`src/sv/mmss_pkg.sv`:
```
package mmss_pkg;

  localparam int unsigned FRAME_BYTES = 18;
  localparam int unsigned IDX_W       = $clog2(FRAME_BYTES);

  localparam logic [7:0]  CMD_DATA    = 8'h40;
  localparam logic [7:0]  CMD_ADDR    = 8'hc0;
  localparam logic [7:0]  DOT_BIT     = 8'h80;
  localparam logic [12:0] MAX_SECONDS = 13'd5999;

  // floor(x/60) = (x*MIN_RECIP)>>20 for x <= 5999
  localparam logic [14:0] MIN_RECIP   = 15'd17477;
  localparam int unsigned MIN_SHIFT   = 20;
  // floor(x/10) = (x*DIV10_RECIP)>>11 for x < 1029
  localparam logic [7:0]  DIV10_RECIP = 8'd205;
  localparam int unsigned DIV10_SHIFT = 11;

  localparam logic [IDX_W-1:0] IDX_CMD_DATA = IDX_W'(0);
  localparam logic [IDX_W-1:0] IDX_CMD_ADDR = IDX_W'(1);
  localparam logic [IDX_W-1:0] IDX_MIN_TENS = IDX_W'(8);
  localparam logic [IDX_W-1:0] IDX_MIN_UNIT = IDX_W'(10);
  localparam logic [IDX_W-1:0] IDX_SEC_TENS = IDX_W'(12);
  localparam logic [IDX_W-1:0] IDX_SEC_UNIT = IDX_W'(14);
  localparam logic [IDX_W-1:0] IDX_FIRST_LED = IDX_W'(3);
  localparam logic [IDX_W-1:0] IDX_LAST     = IDX_W'(FRAME_BYTES - 1);

  typedef struct packed {
    logic [3:0] min_tens;
    logic [6:0] mins;
    logic [2:0] sec_tens;
    logic [5:0] sec_part;
    logic [7:0] leds;
  } digits_t;

  function automatic logic [7:0] seg_code(input logic [3:0] digit);
    logic [7:0] code;
    unique case (digit)
      4'd0:    code = 8'h3f;
      4'd1:    code = 8'h06;
      4'd2:    code = 8'h9b;
      4'd3:    code = 8'h8f;
      4'd4:    code = 8'hc6;
      4'd5:    code = 8'h6d;
      4'd6:    code = 8'h7d;
      4'd7:    code = 8'h07;
      4'd8:    code = 8'h7f;
      4'd9:    code = 8'hcf;
      default: code = 8'h00;
    endcase
    return code;
  endfunction

endpackage

```
`src/sv/mmss_led_display_frame_core.sv`:
```
// channel   dir  tdata                                        tlast
// s_axis    in   [12:0] total_seconds, [20:13] led_bits       -
// m_axis    out  [7:0] frame_byte                             last frame byte
//
// Each input transaction produces 18 output bytes, one per cycle unless stalled.
// The byte sequencer sets the rate; new items wait in the front stages and queue.
// Path: 3 front stages for the digit split, then the queue and output register.
// Input and output stall independently; the queue holds QUEUE_DEPTH split items.
// Asynchronous active-low reset clears all valid flags and the byte counter.
module mmss_led_display_frame_core
  import mmss_pkg::*;
#(
  parameter int unsigned QUEUE_DEPTH = 2
) (
  input  logic        clk_i,
  input  logic        rst_ni,
  input  logic        s_axis_tvalid,
  output logic        s_axis_tready,
  input  logic [23:0] s_axis_tdata,   // [12:0] total_seconds, [20:13] led_bits
  output logic        m_axis_tvalid,
  input  logic        m_axis_tready,
  output logic [7:0]  m_axis_tdata,   // [7:0] frame_byte
  output logic        m_axis_tlast
);

  logic    fr_valid, fr_ready;
  digits_t fr_digits;
  logic    q_valid, q_pop;
  digits_t q_digits;

  mmss_front u_front (
    .clk_i,
    .rst_ni,
    .in_valid_i      (s_axis_tvalid),
    .in_ready_o      (s_axis_tready),
    .total_seconds_i (s_axis_tdata[12:0]),
    .led_bits_i      (s_axis_tdata[20:13]),
    .out_valid_o     (fr_valid),
    .out_ready_i     (fr_ready),
    .out_digits_o    (fr_digits)
  );

  mmss_queue #(.DEPTH(QUEUE_DEPTH)) u_queue (
    .clk_i,
    .rst_ni,
    .push_valid_i (fr_valid),
    .push_ready_o (fr_ready),
    .push_data_i  (fr_digits),
    .pop_valid_o  (q_valid),
    .pop_i        (q_pop),
    .pop_data_o   (q_digits)
  );

  mmss_back u_back (
    .clk_i,
    .rst_ni,
    .q_valid_i   (q_valid),
    .q_digits_i  (q_digits),
    .q_pop_o     (q_pop),
    .out_valid_o (m_axis_tvalid),
    .out_ready_i (m_axis_tready),
    .out_byte_o  (m_axis_tdata),
    .out_last_o  (m_axis_tlast)
  );

endmodule

```
`src/sv/mmss_front.sv`:
```
module mmss_front
  import mmss_pkg::*;
(
  input  logic       clk_i,
  input  logic       rst_ni,
  input  logic       in_valid_i,
  output logic       in_ready_o,
  input  logic [12:0] total_seconds_i,
  input  logic [7:0] led_bits_i,
  output logic       out_valid_o,
  input  logic       out_ready_i,
  output digits_t    out_digits_o
);

  logic        v1_q, v2_q, v3_q;
  logic        rdy1, rdy2, rdy3;
  logic [12:0] secs1_q, secs2_q;
  logic [7:0]  leds1_q, leds2_q;
  logic [6:0]  mins2_q;
  digits_t     dig3_q;

  logic [27:0] min_prod;
  logic [12:0] mins_x60;
  logic [5:0]  sec_part;
  logic [14:0] mt_prod;
  logic [13:0] st_prod;

  assign rdy3 = !v3_q || out_ready_i;
  assign rdy2 = !v2_q || rdy3;
  assign rdy1 = !v1_q || rdy2;
  assign in_ready_o = rdy1;

  assign min_prod = 28'(secs1_q) * 28'(MIN_RECIP);
  assign mins_x60 = (13'(mins2_q) << 6) - (13'(mins2_q) << 2);
  assign sec_part = 6'(secs2_q - mins_x60);
  assign mt_prod  = 15'(mins2_q) * 15'(DIV10_RECIP);
  assign st_prod  = 14'(sec_part) * 14'(DIV10_RECIP);

  always_ff @(posedge clk_i or negedge rst_ni) begin
    if (!rst_ni) begin
      v1_q <= 1'b0;
      v2_q <= 1'b0;
      v3_q <= 1'b0;
    end else begin
      if (rdy1) v1_q <= in_valid_i;
      if (rdy2) v2_q <= v1_q;
      if (rdy3) v3_q <= v2_q;
    end
  end

  always_ff @(posedge clk_i) begin
    if (rdy1 && in_valid_i) begin
      secs1_q <= (total_seconds_i > MAX_SECONDS) ? MAX_SECONDS : total_seconds_i;
      leds1_q <= led_bits_i;
    end
    if (rdy2 && v1_q) begin
      secs2_q <= secs1_q;
      leds2_q <= leds1_q;
      mins2_q <= min_prod[MIN_SHIFT +: 7];
    end
    if (rdy3 && v2_q) begin
      dig3_q.min_tens <= mt_prod[DIV10_SHIFT +: 4];
      dig3_q.mins     <= mins2_q;
      dig3_q.sec_tens <= st_prod[DIV10_SHIFT +: 3];
      dig3_q.sec_part <= sec_part;
      dig3_q.leds     <= leds2_q;
    end
  end

  assign out_valid_o  = v3_q;
  assign out_digits_o = dig3_q;

endmodule

```
`src/sv/mmss_queue.sv`:
```
module mmss_queue
  import mmss_pkg::*;
#(
  parameter int unsigned DEPTH = 2
) (
  input  logic    clk_i,
  input  logic    rst_ni,
  input  logic    push_valid_i,
  output logic    push_ready_o,
  input  digits_t push_data_i,
  output logic    pop_valid_o,
  input  logic    pop_i,
  output digits_t pop_data_o
);

  localparam int unsigned PTR_W = $clog2(DEPTH);
  localparam int unsigned CNT_W = $clog2(DEPTH + 1);

  digits_t            mem_q [DEPTH];
  logic [PTR_W-1:0]   wr_q, rd_q;
  logic [CNT_W-1:0]   cnt_q;
  logic               push, pop;

  assign push_ready_o = (cnt_q != CNT_W'(DEPTH));
  assign pop_valid_o  = (cnt_q != '0);
  assign push = push_valid_i && push_ready_o;
  assign pop  = pop_i && pop_valid_o;
  assign pop_data_o = mem_q[rd_q];

  always_ff @(posedge clk_i or negedge rst_ni) begin
    if (!rst_ni) begin
      wr_q  <= '0;
      rd_q  <= '0;
      cnt_q <= '0;
    end else begin
      if (push) wr_q <= (wr_q == PTR_W'(DEPTH - 1)) ? '0 : wr_q + 1'b1;
      if (pop)  rd_q <= (rd_q == PTR_W'(DEPTH - 1)) ? '0 : rd_q + 1'b1;
      if (push && !pop)      cnt_q <= cnt_q + 1'b1;
      else if (pop && !push) cnt_q <= cnt_q - 1'b1;
    end
  end

  always_ff @(posedge clk_i) begin
    if (push) mem_q[wr_q] <= push_data_i;
  end

endmodule

```
`src/sv/mmss_back.sv`:
```
module mmss_back
  import mmss_pkg::*;
(
  input  logic       clk_i,
  input  logic       rst_ni,
  input  logic       q_valid_i,
  input  digits_t    q_digits_i,
  output logic       q_pop_o,
  output logic       out_valid_o,
  input  logic       out_ready_i,
  output logic [7:0] out_byte_o,
  output logic       out_last_o
);

  logic [IDX_W-1:0] idx_q, idx_d;
  logic             valid_q, valid_d;
  logic [7:0]       byte_q, byte_d;
  logic             last_q, last_d;
  logic             load, is_last;
  logic [3:0]       min_unit, sec_unit;
  logic [IDX_W-1:0] led_sel;

  assign min_unit = 4'(q_digits_i.mins - ((7'(q_digits_i.min_tens) << 3)
                                        + (7'(q_digits_i.min_tens) << 1)));
  assign sec_unit = 4'(q_digits_i.sec_part - ((6'(q_digits_i.sec_tens) << 3)
                                            + (6'(q_digits_i.sec_tens) << 1)));
  assign led_sel  = (idx_q - IDX_FIRST_LED) >> 1;

  assign load    = !valid_q || out_ready_i;
  assign is_last = (idx_q == IDX_LAST);
  assign q_pop_o = load && q_valid_i && is_last;

  always_comb begin
    priority if (idx_q == IDX_CMD_DATA) byte_d = CMD_DATA;
    else if (idx_q == IDX_CMD_ADDR)     byte_d = CMD_ADDR;
    else if (idx_q[0])                  byte_d = {7'b0, q_digits_i.leds[led_sel[2:0]]};
    else if (idx_q == IDX_MIN_TENS)     byte_d = seg_code(q_digits_i.min_tens);
    else if (idx_q == IDX_MIN_UNIT)
      byte_d = seg_code(min_unit) | (q_digits_i.sec_part[0] ? 8'h00 : DOT_BIT);
    else if (idx_q == IDX_SEC_TENS)     byte_d = seg_code({1'b0, q_digits_i.sec_tens});
    else if (idx_q == IDX_SEC_UNIT)     byte_d = seg_code(sec_unit);
    else                                byte_d = 8'h00;
  end

  always_comb begin
    valid_d = valid_q;
    idx_d   = idx_q;
    last_d  = is_last;
    if (load) begin
      valid_d = q_valid_i;
      if (q_valid_i) idx_d = is_last ? '0 : idx_q + 1'b1;
    end
  end

  always_ff @(posedge clk_i or negedge rst_ni) begin
    if (!rst_ni) begin
      valid_q <= 1'b0;
      idx_q   <= '0;
    end else begin
      valid_q <= valid_d;
      idx_q   <= idx_d;
    end
  end

  always_ff @(posedge clk_i) begin
    if (load && q_valid_i) begin
      byte_q <= byte_d;
      last_q <= last_d;
    end
  end

  assign out_valid_o = valid_q;
  assign out_byte_o  = byte_q;
  assign out_last_o  = last_q;

endmodule

```
`config.mk`:
```
export PLATFORM = sky130hd
export DESIGN_NAME = mmss_led_display_frame_core
export DESIGN_NICKNAME = d
export VERILOG_FILES = /design/src/sv/mmss_pkg.sv /design/src/sv/mmss_led_display_frame_core.sv /design/src/sv/mmss_front.sv /design/src/sv/mmss_queue.sv /design/src/sv/mmss_back.sv
export SDC_FILE = /design/constraint.sdc
export NUM_CORES = 1
export LEC_CHECK = 0
export BUFFER_PORTS_ARGS = -buffer_cell sky130_fd_sc_hd__clkbuf_2
export CORE_ASPECT_RATIO = 2
export CORE_UTILIZATION = 40
export DETAILED_ROUTE_END_ITERATION = 6
export HOLD_SLACK_MARGIN = 0.03
export PLACE_DENSITY = 0.68
export SLEW_MARGIN = 10
export SYNTH_ARGS = -nofsm -noshare
export SYNTH_HDL_FRONTEND = slang
export SYNTH_SLANG_ARGS = --single-unit
```
`constraint.sdc`:
```
create_clock -name clk_i -period 4.2 [get_ports clk_i]
set_clock_uncertainty 0.05 [all_clocks]
set_input_delay 0 -clock clk_i [delete_from_list [all_inputs] [get_ports clk_i]]
set_output_delay 0 -clock clk_i [all_outputs]
set_load 0.02 [all_outputs]
```
### Word level (Yosys, flattened, before mapping)

Memory sizes are Yosys's and may differ from the RTL's.
Cells that the tools add are included.

| storage, ports and cells | value |
|---|---|
| bits in writable memories | 56 |
| logic and storage cells | 98 |
| memories kept | 5 |
| bits in registers | 92 |
| output and inout bits | 11 |
| input bits | 28 |
| ROM bits | 448 |

Memory list:

| memory | depth | width | read ports | clocked after Yosys merged registers in | wr ports | RTL line | text |
|---|---|---|---|---|---|---|---|
| (name not given) | 16 | 8 | 1 | 0 | 0 | mmss_pkg.sv:37 | `unique case (digit)` |
| (name not given) | 16 | 8 | 1 | 0 | 0 | mmss_pkg.sv:37 |  |
| (name not given) | 16 | 8 | 1 | 0 | 0 | mmss_pkg.sv:37 |  |
| (name not given) | 8 | 8 | 1 | 0 | 0 | mmss_pkg.sv:37 |  |
| u_queue.mem_q | 2 | 28 | 1 | 0 | 1 | mmss_queue.sv:19 | `digits_t mem_q [DEPTH];` |

| cells by class | value |
|---|---|
| muxes and demuxes | 21 |
| multipliers | 3 |
| $add $sub $neg | 12 |
| order comparisons | 2 |
| bitwise operators | 1 |
| equality and inequality tests | 7 |
| reduce and logical (&&, ||, !) cells | 25 |

Operator list:

| operator | count |
|---|---|
| $mux W8 | 12 |
| $mul A13 B15 Y27 const B | 1 |
| $eq A5 B4 Y1 const B | 4 |
| $mul A7 B8 Y15 const B | 1 |
| $mul A6 B8 Y14 const B | 1 |
| $gt A13 B13 Y1 const B | 1 |
| $logic_and A1 B1 Y1 | 9 |
| $add A4 B4 Y4 | 2 |
| $or A8 B8 Y8 | 1 |
| $sub A4 B4 Y4 | 2 |
| $logic_not A1 Y1 | 6 |
| $sub A1 B6 Y6 const A | 1 |
| $sub A6 B6 Y6 | 1 |
| $add A5 B1 Y5 const B | 1 |
| $eq A5 B1 Y1 const B | 1 |
| $eq A5 B5 Y1 const B | 1 |
| $logic_not A5 Y1 | 1 |
| $mux W1 | 5 |
| $mux W5 | 1 |
| $logic_or A1 B1 Y1 | 4 |
| $lt A3 B4 Y1 const B | 1 |
| $mux W2 | 2 |
| $reduce_bool A2 Y1 | 2 |
| $sub A4 B2 Y4 const B | 1 |
| 8 further kinds | 9 |

### Depth between registers and ports, before layout

Gate-level depths: netlist of the first run.
An unclocked memory read counts as a cell.

| depth | value |
|---|---|
| depth after elaboration | 14 |
| mapped depth | 16 |

### Cells and area by module

From an unflattened synthesis of the first run, not the netlist that was laid out.

| unflattened totals | value |
|---|---|
| cell total of the unflattened synthesis | 816 |
| area total of the unflattened synthesis | 10034.6 µm² |

Modules (own cells, without submodules):

| module | cells each | times used | area an instance (µm²) | sequential area each (µm²) |
|---|---|---|---|---|
| mmss_front | 437 | 1 | 5506.5 | 2177.1 |
| mmss_back | 274 | 1 | 2265.9 | 420.4 |
| mmss_queue | 105 | 1 | 2262.2 | 1781.7 |

### Worst setup path before layout of the first run

Ideal clock, no wire load.

| path | value |
|---|---|
| path type | reg-to-reg |
| from | reg u_front.mins2_q[0] |
| to | reg u_front.dig3_q, in the netlist u_front.out_digits_o[16] (data pin) |
| stages on the path, launching flop included | 15 |
| data arrival time | 3758 ps |
| period minus slack after synthesis | 4068 ps |
| path buffers | 0 |
| slack | 132 ps |
| cells stage by stage | edfxtp_1 -> ha_1 -> inv_1 -> fa_1 -> xnor2_1 -> ha_1 -> fa_1 -> fa_1 -> ha_1 -> o21a_1 -> o21ai_0 -> o21ai_0 -> nor3_1 -> nand2b_1 -> xnor2_1 |

| on the way | value |
|---|---|
| longest elaborated chain between the ends | 3 |

RTL lines:

| item | RTL line | text |
|---|---|---|
| start, declared | mmss_front.sv:19 | `logic [6:0] mins2_q;` |
| start signal, assigned | mmss_front.sv:59 | `mins2_q <= min_prod[MIN_SHIFT +: 7];` |
| $sub A1 B6 Y6 | mmss_front.sv:34 | `assign mins_x60 = (13'(mins2_q) << 6) - (13'(mins2_q) << 2);` |
| $sub A6 B6 Y6 | mmss_front.sv:35 | `assign sec_part = 6'(secs2_q - mins_x60);` |
| $mul A6 B8 Y14 | mmss_front.sv:37 | `assign st_prod = 14'(sec_part) * 14'(DIV10_RECIP);` |
| named net u_front.st_prod[13] | mmss_front.sv:26 | `logic [13:0] st_prod;` |
| end, declared | mmss_front.sv:20 | `digits_t dig3_q;` |

The timed path passes the listed nets, and every way through them passes these cells.
A chain may end at the register's enable or synchronous reset.

### Worst setup path in the final report of the first run

| path | value |
|---|---|
| from | reg u_front.mins2_q[5] |
| to | reg u_front.dig3_q, in the netlist u_front.out_digits_o[27] (data pin) |

| on the way | value |
|---|---|
| longest elaborated chain between the ends | 1 |

RTL lines:

| item | RTL line | text |
|---|---|---|
| $mul A7 B8 Y15 | mmss_front.sv:36 | `assign mt_prod = 15'(mins2_q) * 15'(DIV10_RECIP);` |
| named net u_front.mt_prod[14] | mmss_front.sv:25 | `logic [14:0] mt_prod;` |

The timed path passes the listed nets, and every way through them passes these cells.

==> results of run 1 <==
## cell type report
type	instances	area [um2]	share of cell area
Sequential cell	133	3930	0.376
Multi-Input combinational cell	497	4770	0.456
Clock inverter	14	118	0.0113
Tap cell	276	345	0.0330
Clock buffer	18	429	0.0411
Inverter	81	304	0.0291
Timing Repair Buffer	78	561	0.0536
## cell families after synthesis
kind of cell | after synthesis
AO/OA/AOI/OAI | 107
XOR/XNOR | 36
adder cells (fa/ha/maj) | 188
buffers and inverters | 93
flip-flops | 133
multiplexers | 25
AND/OR/NAND/NOR | 141
## registers in the layout, summed over array words and instances, names as in the netlist, 2 cells and up
signal                count
u_back.idx_q              5
u_back.out_byte_o         8
u_front.leds1_q           8
u_front.leds2_q           8
u_front.mins2_q           7
u_front.out_digits_o     23
u_front.secs1_q          13
u_front.secs2_q           6
u_queue.cnt_q             2
u_queue.mem_q            46
## per-stage QoR
step	util	setup WS, ps	instances	area (um2)
final	0.472	106	1097	10500
after floorplan	-	132	723	9050
after global routing	0.472	-59.6	1097	10500
after global placement	0.433	96.7	1037	9600
after detailed placement	0.433	1.38	1037	9600
after CTS	0.469	46.8	1094	10400
## path summary, 6_finish.rpt
kind / from / endpoint / slack [ps] / depth (start not counted)
hold reg to reg: u_front.leds2_q[5] / u_front.out_digits_o[5] / 360 / 0
hold / removal: s_axis_tdata[13] / u_front.leds1_q[0] / 240 / 2
setup / recovery: u_front.mins2_q[5] / u_front.out_digits_o[27] / 110 / 14
setup reg to reg: u_front.mins2_q[5] / u_front.out_digits_o[27] / 110 / 14
max in group asynchronous: rst_ni / u_front.v1_q / 3050 / 3
min in group asynchronous: rst_ni / u_queue.wr_q / 630 / 3
## placed cells by master, fill, tap and decap left out, types with 6 or more instances in the layout
cell type / n
dfrtp_1: 13
buf_4: 18
a21o_1: 6
a31oi_1: 11
nor3_1: 6
mux2i_1: 13
ha_1: 156
nand3_1: 13
clkbuf_16: 17
nand2b_1: 19
o21ai_0: 20
fa_1: 32
clkbuf_2: 35
dlygate4sd3_1: 25
nand4_1: 6
and2_1: 8
edfxtp_1: 120
inv_1: 81
xor2_1: 13
nand2_1: 32
nor2_1: 27
a21oi_1: 23
xnor2_1: 21
## worst max-delay path: stages, from the launching register on
cell and delay [ps]:
edfxtp_1 450, ha_1 340, inv_1 70, fa_1 500
inv_1 40, ha_1 310, fa_1 470, ha_1 350
and3_1 190, a221oi_2 280, o21ai_1 140, a21o_1 220
a21o_1 220, a21oi_2 150, xnor2_1 70
## routing by layer
layer  GRT usage  routed length [um]  up-vias
li1            -                   -     2781
met1       0.131                5470     2742
met2       0.332               10400      106
met3      0.0261                 343       58
met4       0.103                 971        0
met5           0                   0        -
## repair_timing
action | CTS | global route
endpoints found under the hold margin | 36 | 0
cloned | 0 | 0
hold buffers | 25 | 0
gates resized for setup | 1 | 6
pin swaps | 0 | 3
endpoints found under the setup margin | 2 | 4
buffers inserted | 0 | 3
==> results.toml, run 1 <==
[outcome]
outcome = "finished clean"

[synthesis]
synth.area.mux_share = 0.0364
synth_flop_cell = "edfxtp_1"
syn_nets = 939
syn_area_um2 = 9050
yosys.area_share.simple = 0.0823
synth.avg_cell_area_um2 = 12.5
yosys_register_bits = 133
synth_area_leaders = "edfxtp_1, ha_1, fa_1"
synth_adder_area_share = 0.286
seq_area_frac_synth = 0.434
synth_common_cells = "ha_1, edfxtp_1, inv_1"
synth-compound-area-share = 0.0805
synth_top_family_by_area = "adder cells"
synth_top_cell_area_share = 0.398
yosysTopAreaCell = "edfxtp_1"
ys_types = 71
async_flop_share = 0.0977
synthXorXnorAreaFrac = 0.0377
syn_inst = 723
synth-edff-count = 120
synth_most_common_cell = "ha_1"
yosys_warnings = 0

[cells_and_area]
diodes = 0
drive_gt1_frac = 0.141
num-fill-cells = 1983
fin_nets = 1024
area_growth_pct = 15.5

[global_routing]
grt_usage = 0.161
grt_overflow = 0
grt_pass1_vias = 6248
grt_pass1_wl_mm = 28.4
antenna_found_initial = 0
grt_max_degree = 24

[floorplan]
io_pins = 39
placementRows = 77
dieArea_um2 = 23300
die_w_um = 108
core_area_um2 = 22200
die_height_um = 215
start_util = 0.408

[critical_path]
endpoint_kind = "flip-flop"
required_ps = 4330
worstPathMaxFanout = 4
start_kind = "flip-flop"
criticalPathCategory = "reg2reg"
arrival_ps = 4220

[detailed_routing]
ant_nets = 0
dr.pass1.iters = 4
wl_mm = 17.2
num_vias = 5687
wl_per_cell_um = 15.7
drcViolationCount = 0
viasPerCell = 5.18
drtIter0Drc = 235

[place]
dp_hpwl_mm = 13.6
io_buffers = 35
routabilityCongestion = 1.02

[run]
cap_violations = 0

[hold_path]
min_path_type = "in2reg"

[timing]
holdWs_ps = 241
drv_slew = 0
fmax_mhz = 244
setup_tns_ps = 0
post-route-period-util = 0.975
final.min_clock_period_ps = 4090
grt_setup_unrepaired = "yes"
max_slew.worst_pin.slew_ps = 1060
setup_violations = 0
hold_viol_final = 0
slew_headroom = 0.288

[clocking]
cts_buffers = 17
cts_tree = "built"
clk_latency_ps = 420
root_buffer = "clkbuf_16"
htree_levels = 4
cts.sinks = 133
max-clock-path-buffers = 2
clkTransAtPathRegs_ps = 60
Power of run 1 is not shown: default switching activity piles up to over one toggle a cycle in this logic, so the estimate is an artifact.
==> run 2: changes to the inputs <==
--- a/config.mk
+++ b/config.mk
@@ -12,3 +12,2 @@
 export HOLD_SLACK_MARGIN = 0.03
-export PLACE_DENSITY = 0.68
 export SLEW_MARGIN = 10
==> constraint.sdc (replaced) <==
create_clock -name clk_i -period 4.2 [get_ports clk_i]
set_clock_uncertainty 0.05 [all_clocks]
set_input_delay 0.42 -clock clk_i [delete_from_list [all_inputs] [get_ports clk_i]]
set_output_delay 0.42 -clock clk_i [all_outputs]
set_load 0.02 [all_outputs]
==> results.toml, run 2 (same netlist as run 1, synthesis figures left out) <==
[floorplan]
start_util = 0.408
core_area_um2 = 22200
dieArea_um2 = 23300
die_w_um = 108
placementRows = 77
die_height_um = 215
io_pins = 39

[timing]
setup_violations = 0
fmax_mhz = 248
post-route-period-util = 0.962
max_slew.worst_pin.slew_ps = 1070
drv_slew = 0
final.min_clock_period_ps = 4040
slew_headroom = 0.276
holdWs_ps = 125
grt_setup_unrepaired = "yes"
hold_viol_final = 0

[global_routing]
grt_overflow = 0
grt_usage = 0.161
grt_max_degree = 24
grt_pass1_wl_mm = 28.0
antenna_found_initial = 0
grt_pass1_vias = 6020

[cells_and_area]
num-fill-cells = 2026
final_cell_mix = "ha_1, edfxtp_1, inv_1"
drive_gt1_frac = 0.150
fin_util = 0.465
fin_nets = 1003
layout_commonest_cell = "ha_1"
largest_reg_flops = 46
largest_register = "u_queue.mem_q"
area_growth_pct = 13.9
diodes = 0

[clocking]
max-clock-path-buffers = 2
root_buffer = "clkbuf_16"
clkTransAtPathRegs_ps = 60
clk_latency_ps = 420
cts_buffers = 17
htree_levels = 4
cts_setup_buffers = 0
cts.sinks = 133
cts_tree = "built"

[detailed_routing]
ant_nets = 0
drtIter0Drc = 194
num_vias = 5555
dr.pass1.iters = 4
viasPerCell = 5.16
wl_per_cell_um = 16.0
wl_mm = 17.2
drcViolationCount = 0

[run]
cap_violations = 0

[critical_path]
criticalPathCategory = "reg2reg"
crit_cells = 14
setup.worst_path.end = "u_front.out_digits_o[27]"
required_ps = 4320
cpMostUsedCell = "ha_1"
critical-path-max-stage-delay_ps = 500
slowest_stage = "fa_1"
start_kind = "flip-flop"
crit_family = "adder cells"
path_cells = "ha_1, inv_1, fa_1, inv_1, ha_1, fa_1, ha_1, and3_1, a221oi_1, o21ai_1, a21o_1, a21o_1, a21oi_1, xnor2_1"
arrival_ps = 4160
crit_path_start = "u_front.mins2_q[4]"
worstPathMaxFanout = 3
r2r_setup_slack_ps = 160
r2r_cells = 14
endpoint_kind = "flip-flop"
r2r-start = "u_front.mins2_q[4]"
cp.buffers_inverters = 2
r2r_end = "u_front.out_digits_o[27]"

[place]
dp_hpwl_mm = 14.2
io_buffers = 35
routabilityCongestion = 0.924

[hold_path]
min_path_type = "in2reg"

[outcome]
outcome = "finished clean"
## run 2: changes by cell type in the layout (fill, tap and decap cells not counted), moves of 3 or more
| cell | change |
|---|---|
| dlygate4sd3_1 | -24 |
| buf_4 | +3 |
| inv_6 | -3 |
| bufinv_16 | +3 |
## run 2: routing by layer
layer | global-route usage | routed length, um | vias up
li1 | - | - | 2745
met1 | 0.129 | 5310 | 2649
met2 | 0.330 | 10500 | 109
met3 | 0.0328 | 406 | 52
met4 | 0.103 | 925 | 0
met5 | 0 | 0 | -
## run 2: worst reg2reg max path, delay by kind of cell (launching register included)
family	cells	cell delay, ps
fa+ha+maj	5	1950
flops	1	410
xor+xnor	1	80
compound gates	5	1060
simple gates	1	150
buf+inv	2	110
## run 2: layout make-up
cell class | count | area (um2) | area share
sequential | 133 | 3930 | 0.381
multi-input combinational | 497 | 4780 | 0.464
inverter | 81 | 304 | 0.0295
clock buffer | 18 | 429 | 0.0417
clock inverter | 14 | 176 | 0.0171
tap | 276 | 345 | 0.0335
timing repair buffer | 57 | 343 | 0.0333
## run 2: worst min-delay path by stage
stage / endpoint / from / depth (start not counted)
floorplan: u_back.idx_q[0] / rst_ni / 0
global placement: u_back.idx_q[4] / rst_ni / 1
detailed placement: u_back.out_valid_o / rst_ni / 1
CTS: u_front.leds1_q[5] / s_axis_tdata[18] / 1
global route: u_front.leds1_q[5] / s_axis_tdata[18] / 1
finish: u_front.leds1_q[5] / s_axis_tdata[18] / 1
## run 2: stage by stage
stage / std cells / setup TNS, ps / worst slack (ps) / area, um2
finish: 1076 / 0 / 160 / 10300
global route: 1076 / -13.6 / -13.6 / 10300
CTS: 1076 / 0 / 40.0 / 10300
detailed placement: 1043 / -19.5 / -13.0 / 9650
global placement: 1043 / 0 / 70.2 / 9650
floorplan: 723 / 0 / 132 / 9050
## run 2: what timing repair did
| action | CTS | global route |
|---|---|---|
| setup endpoints to repair | 2 | 4 |
| hold buffers | 1 | 0 |
| pin swaps | 0 | 1 |
| resized for setup | 1 | 8 |
| hold endpoints to repair | 13 | 0 |
Power of run 2 is left out for the same reason.
==> run 3: changes to the inputs <==
Settings changed: CORE_UTILIZATION 40 to 26, PLACE_DENSITY_LB_ADDON set to 0.12.
==> results.toml, run 3 (same netlist as run 1, synthesis figures left out) <==
[outcome]
outcome = "finished clean"

[global_routing]
grt_pass1_wl_mm = 31.7
grt_pass1_vias = 6130
grt_overflow = 0
antenna_found_initial = 0
grt_max_degree = 24
grt_usage = 0.122

[detailed_routing]
viasPerCell = 4.43
drtIter0Drc = 163
drcViolationCount = 0
wl_mm = 20.1
dr.pass1.iters = 5
num_vias = 5573
wl_per_cell_um = 16.0
ant_nets = 0

[cells_and_area]
final_cell_mix = "ha_1, edfxtp_1, inv_1"
num-fill-cells = 3453
largest_register = "u_queue.mem_q"
layout_commonest_cell = "ha_1"
largest_reg_flops = 46
fin_nets = 1019
drive_gt1_frac = 0.175
diodes = 0
area_growth_pct = 17.4

[timing]
max_slew.worst_pin.slew_ps = 1130
setup_ws_ps = 170
post-route-period-util = 0.960
slew_headroom = 0.248
final.min_clock_period_ps = 4030
fmax_mhz = 248
setup_violations = 0
drv_slew = 0
hold_viol_final = 0

[floorplan]
start_util = 0.264
die_height_um = 266
die_w_um = 134
dieArea_um2 = 35600
core_area_um2 = 34200
placementRows = 96
io_pins = 39

[critical_path]
arrival_ps = 4160
start_kind = "flip-flop"
worstPathMaxFanout = 5
endpoint_kind = "flip-flop"
criticalPathCategory = "reg2reg"
crit_path_start = "u_front.mins2_q[2]"
r2r-start = "u_front.mins2_q[2]"
required_ps = 4330

[clocking]
cts.sinks = 133
max-clock-path-buffers = 2
cts_buffers = 17
cts_tree = "built"
clk_latency_ps = 440
clkTransAtPathRegs_ps = 70
htree_levels = 4
root_buffer = "clkbuf_16"

[place]
post-place-ws_ps = -45.2
routabilityCongestion = 0.803
dp_hpwl_mm = 16.7
io_buffers = 35

[hold_path]
min_path_type = "in2reg"
min_from = "s_axis_tdata[13]"

[run]
cap_violations = 0
==> run 3: worst max-delay path, cell delays in order, from the launching register on <==
cell and delay, ps:
edfxtp_1 510, ha_1 400, a21oi_2 200, xnor2_2 150, ha_4 240, fa_1 440, fa_1 510, ha_1 300
o21a_1 180, o21ai_2 210, o21ai_2 100, nor3_2 240, nand2b_4 170, xnor2_1 60
==> run 3: per-stage QoR <==
step,instance area [um2],TNS (ps),util,hold slack [ps],cells
CTS,10500,0,0.308,75.3,1253
floorplan,9050,0,-,74.4,723
global placement,9950,-3.16,0.291,296,1220
detailed placement,9950,-71.9,0.291,297,1220
finish,10600,0,0.310,110,1257
global route,10600,-5.46,0.310,79.6,1257
==> run 3: what timing repair did <==
item / in CTS / in global routing
hold endpoints to repair: 13 / 0
setup buffers: 0 / 4
gates resized for setup: 1 / 14
setup endpoints to repair: 2 / 4
pin swaps: 0 / 8
hold buffers: 1 / 0
==> run 3: layout make-up <==
| cell class | count | area (um2) | share of cell area |
|---|---|---|---|
| clock buffers | 18 | 429 | 0.0404 |
| clock inverters | 14 | 140 | 0.0132 |
| inverters | 81 | 304 | 0.0286 |
| multi-input cells | 497 | 4810 | 0.452 |
| flip-flops and latches | 133 | 3930 | 0.370 |
| well taps | 441 | 552 | 0.0519 |
| repair buffers | 73 | 463 | 0.0436 |
==> run 3: path summary, 6_finish.rpt <==
check                                           end  slack (ps)  cells after the start
hold reg to reg             u_front.out_digits_o[0]         370                      0
max in group asynchronous              u_front.v1_q        3470                      2
setup reg to reg           u_front.out_digits_o[16]         170                     13
setup / recovery           u_front.out_digits_o[16]         170                     13
hold / removal                   u_front.leds1_q[0]         110                      1
min in group asynchronous              u_queue.wr_q         370                      2
==> run 3: routing by layer <==
layer | part of all wire | vias to the layer above | global-route usage
met5 | 0 | - | 0
met4 | 0.046 | 0 | 0.0688
met3 | 0.018 | 37 | 0.0270
met2 | 0.63 | 77 | 0.260
met1 | 0.31 | 2682 | 0.0936
li1 | - | 2777 | -
Power of run 3 is left out for the same reason.
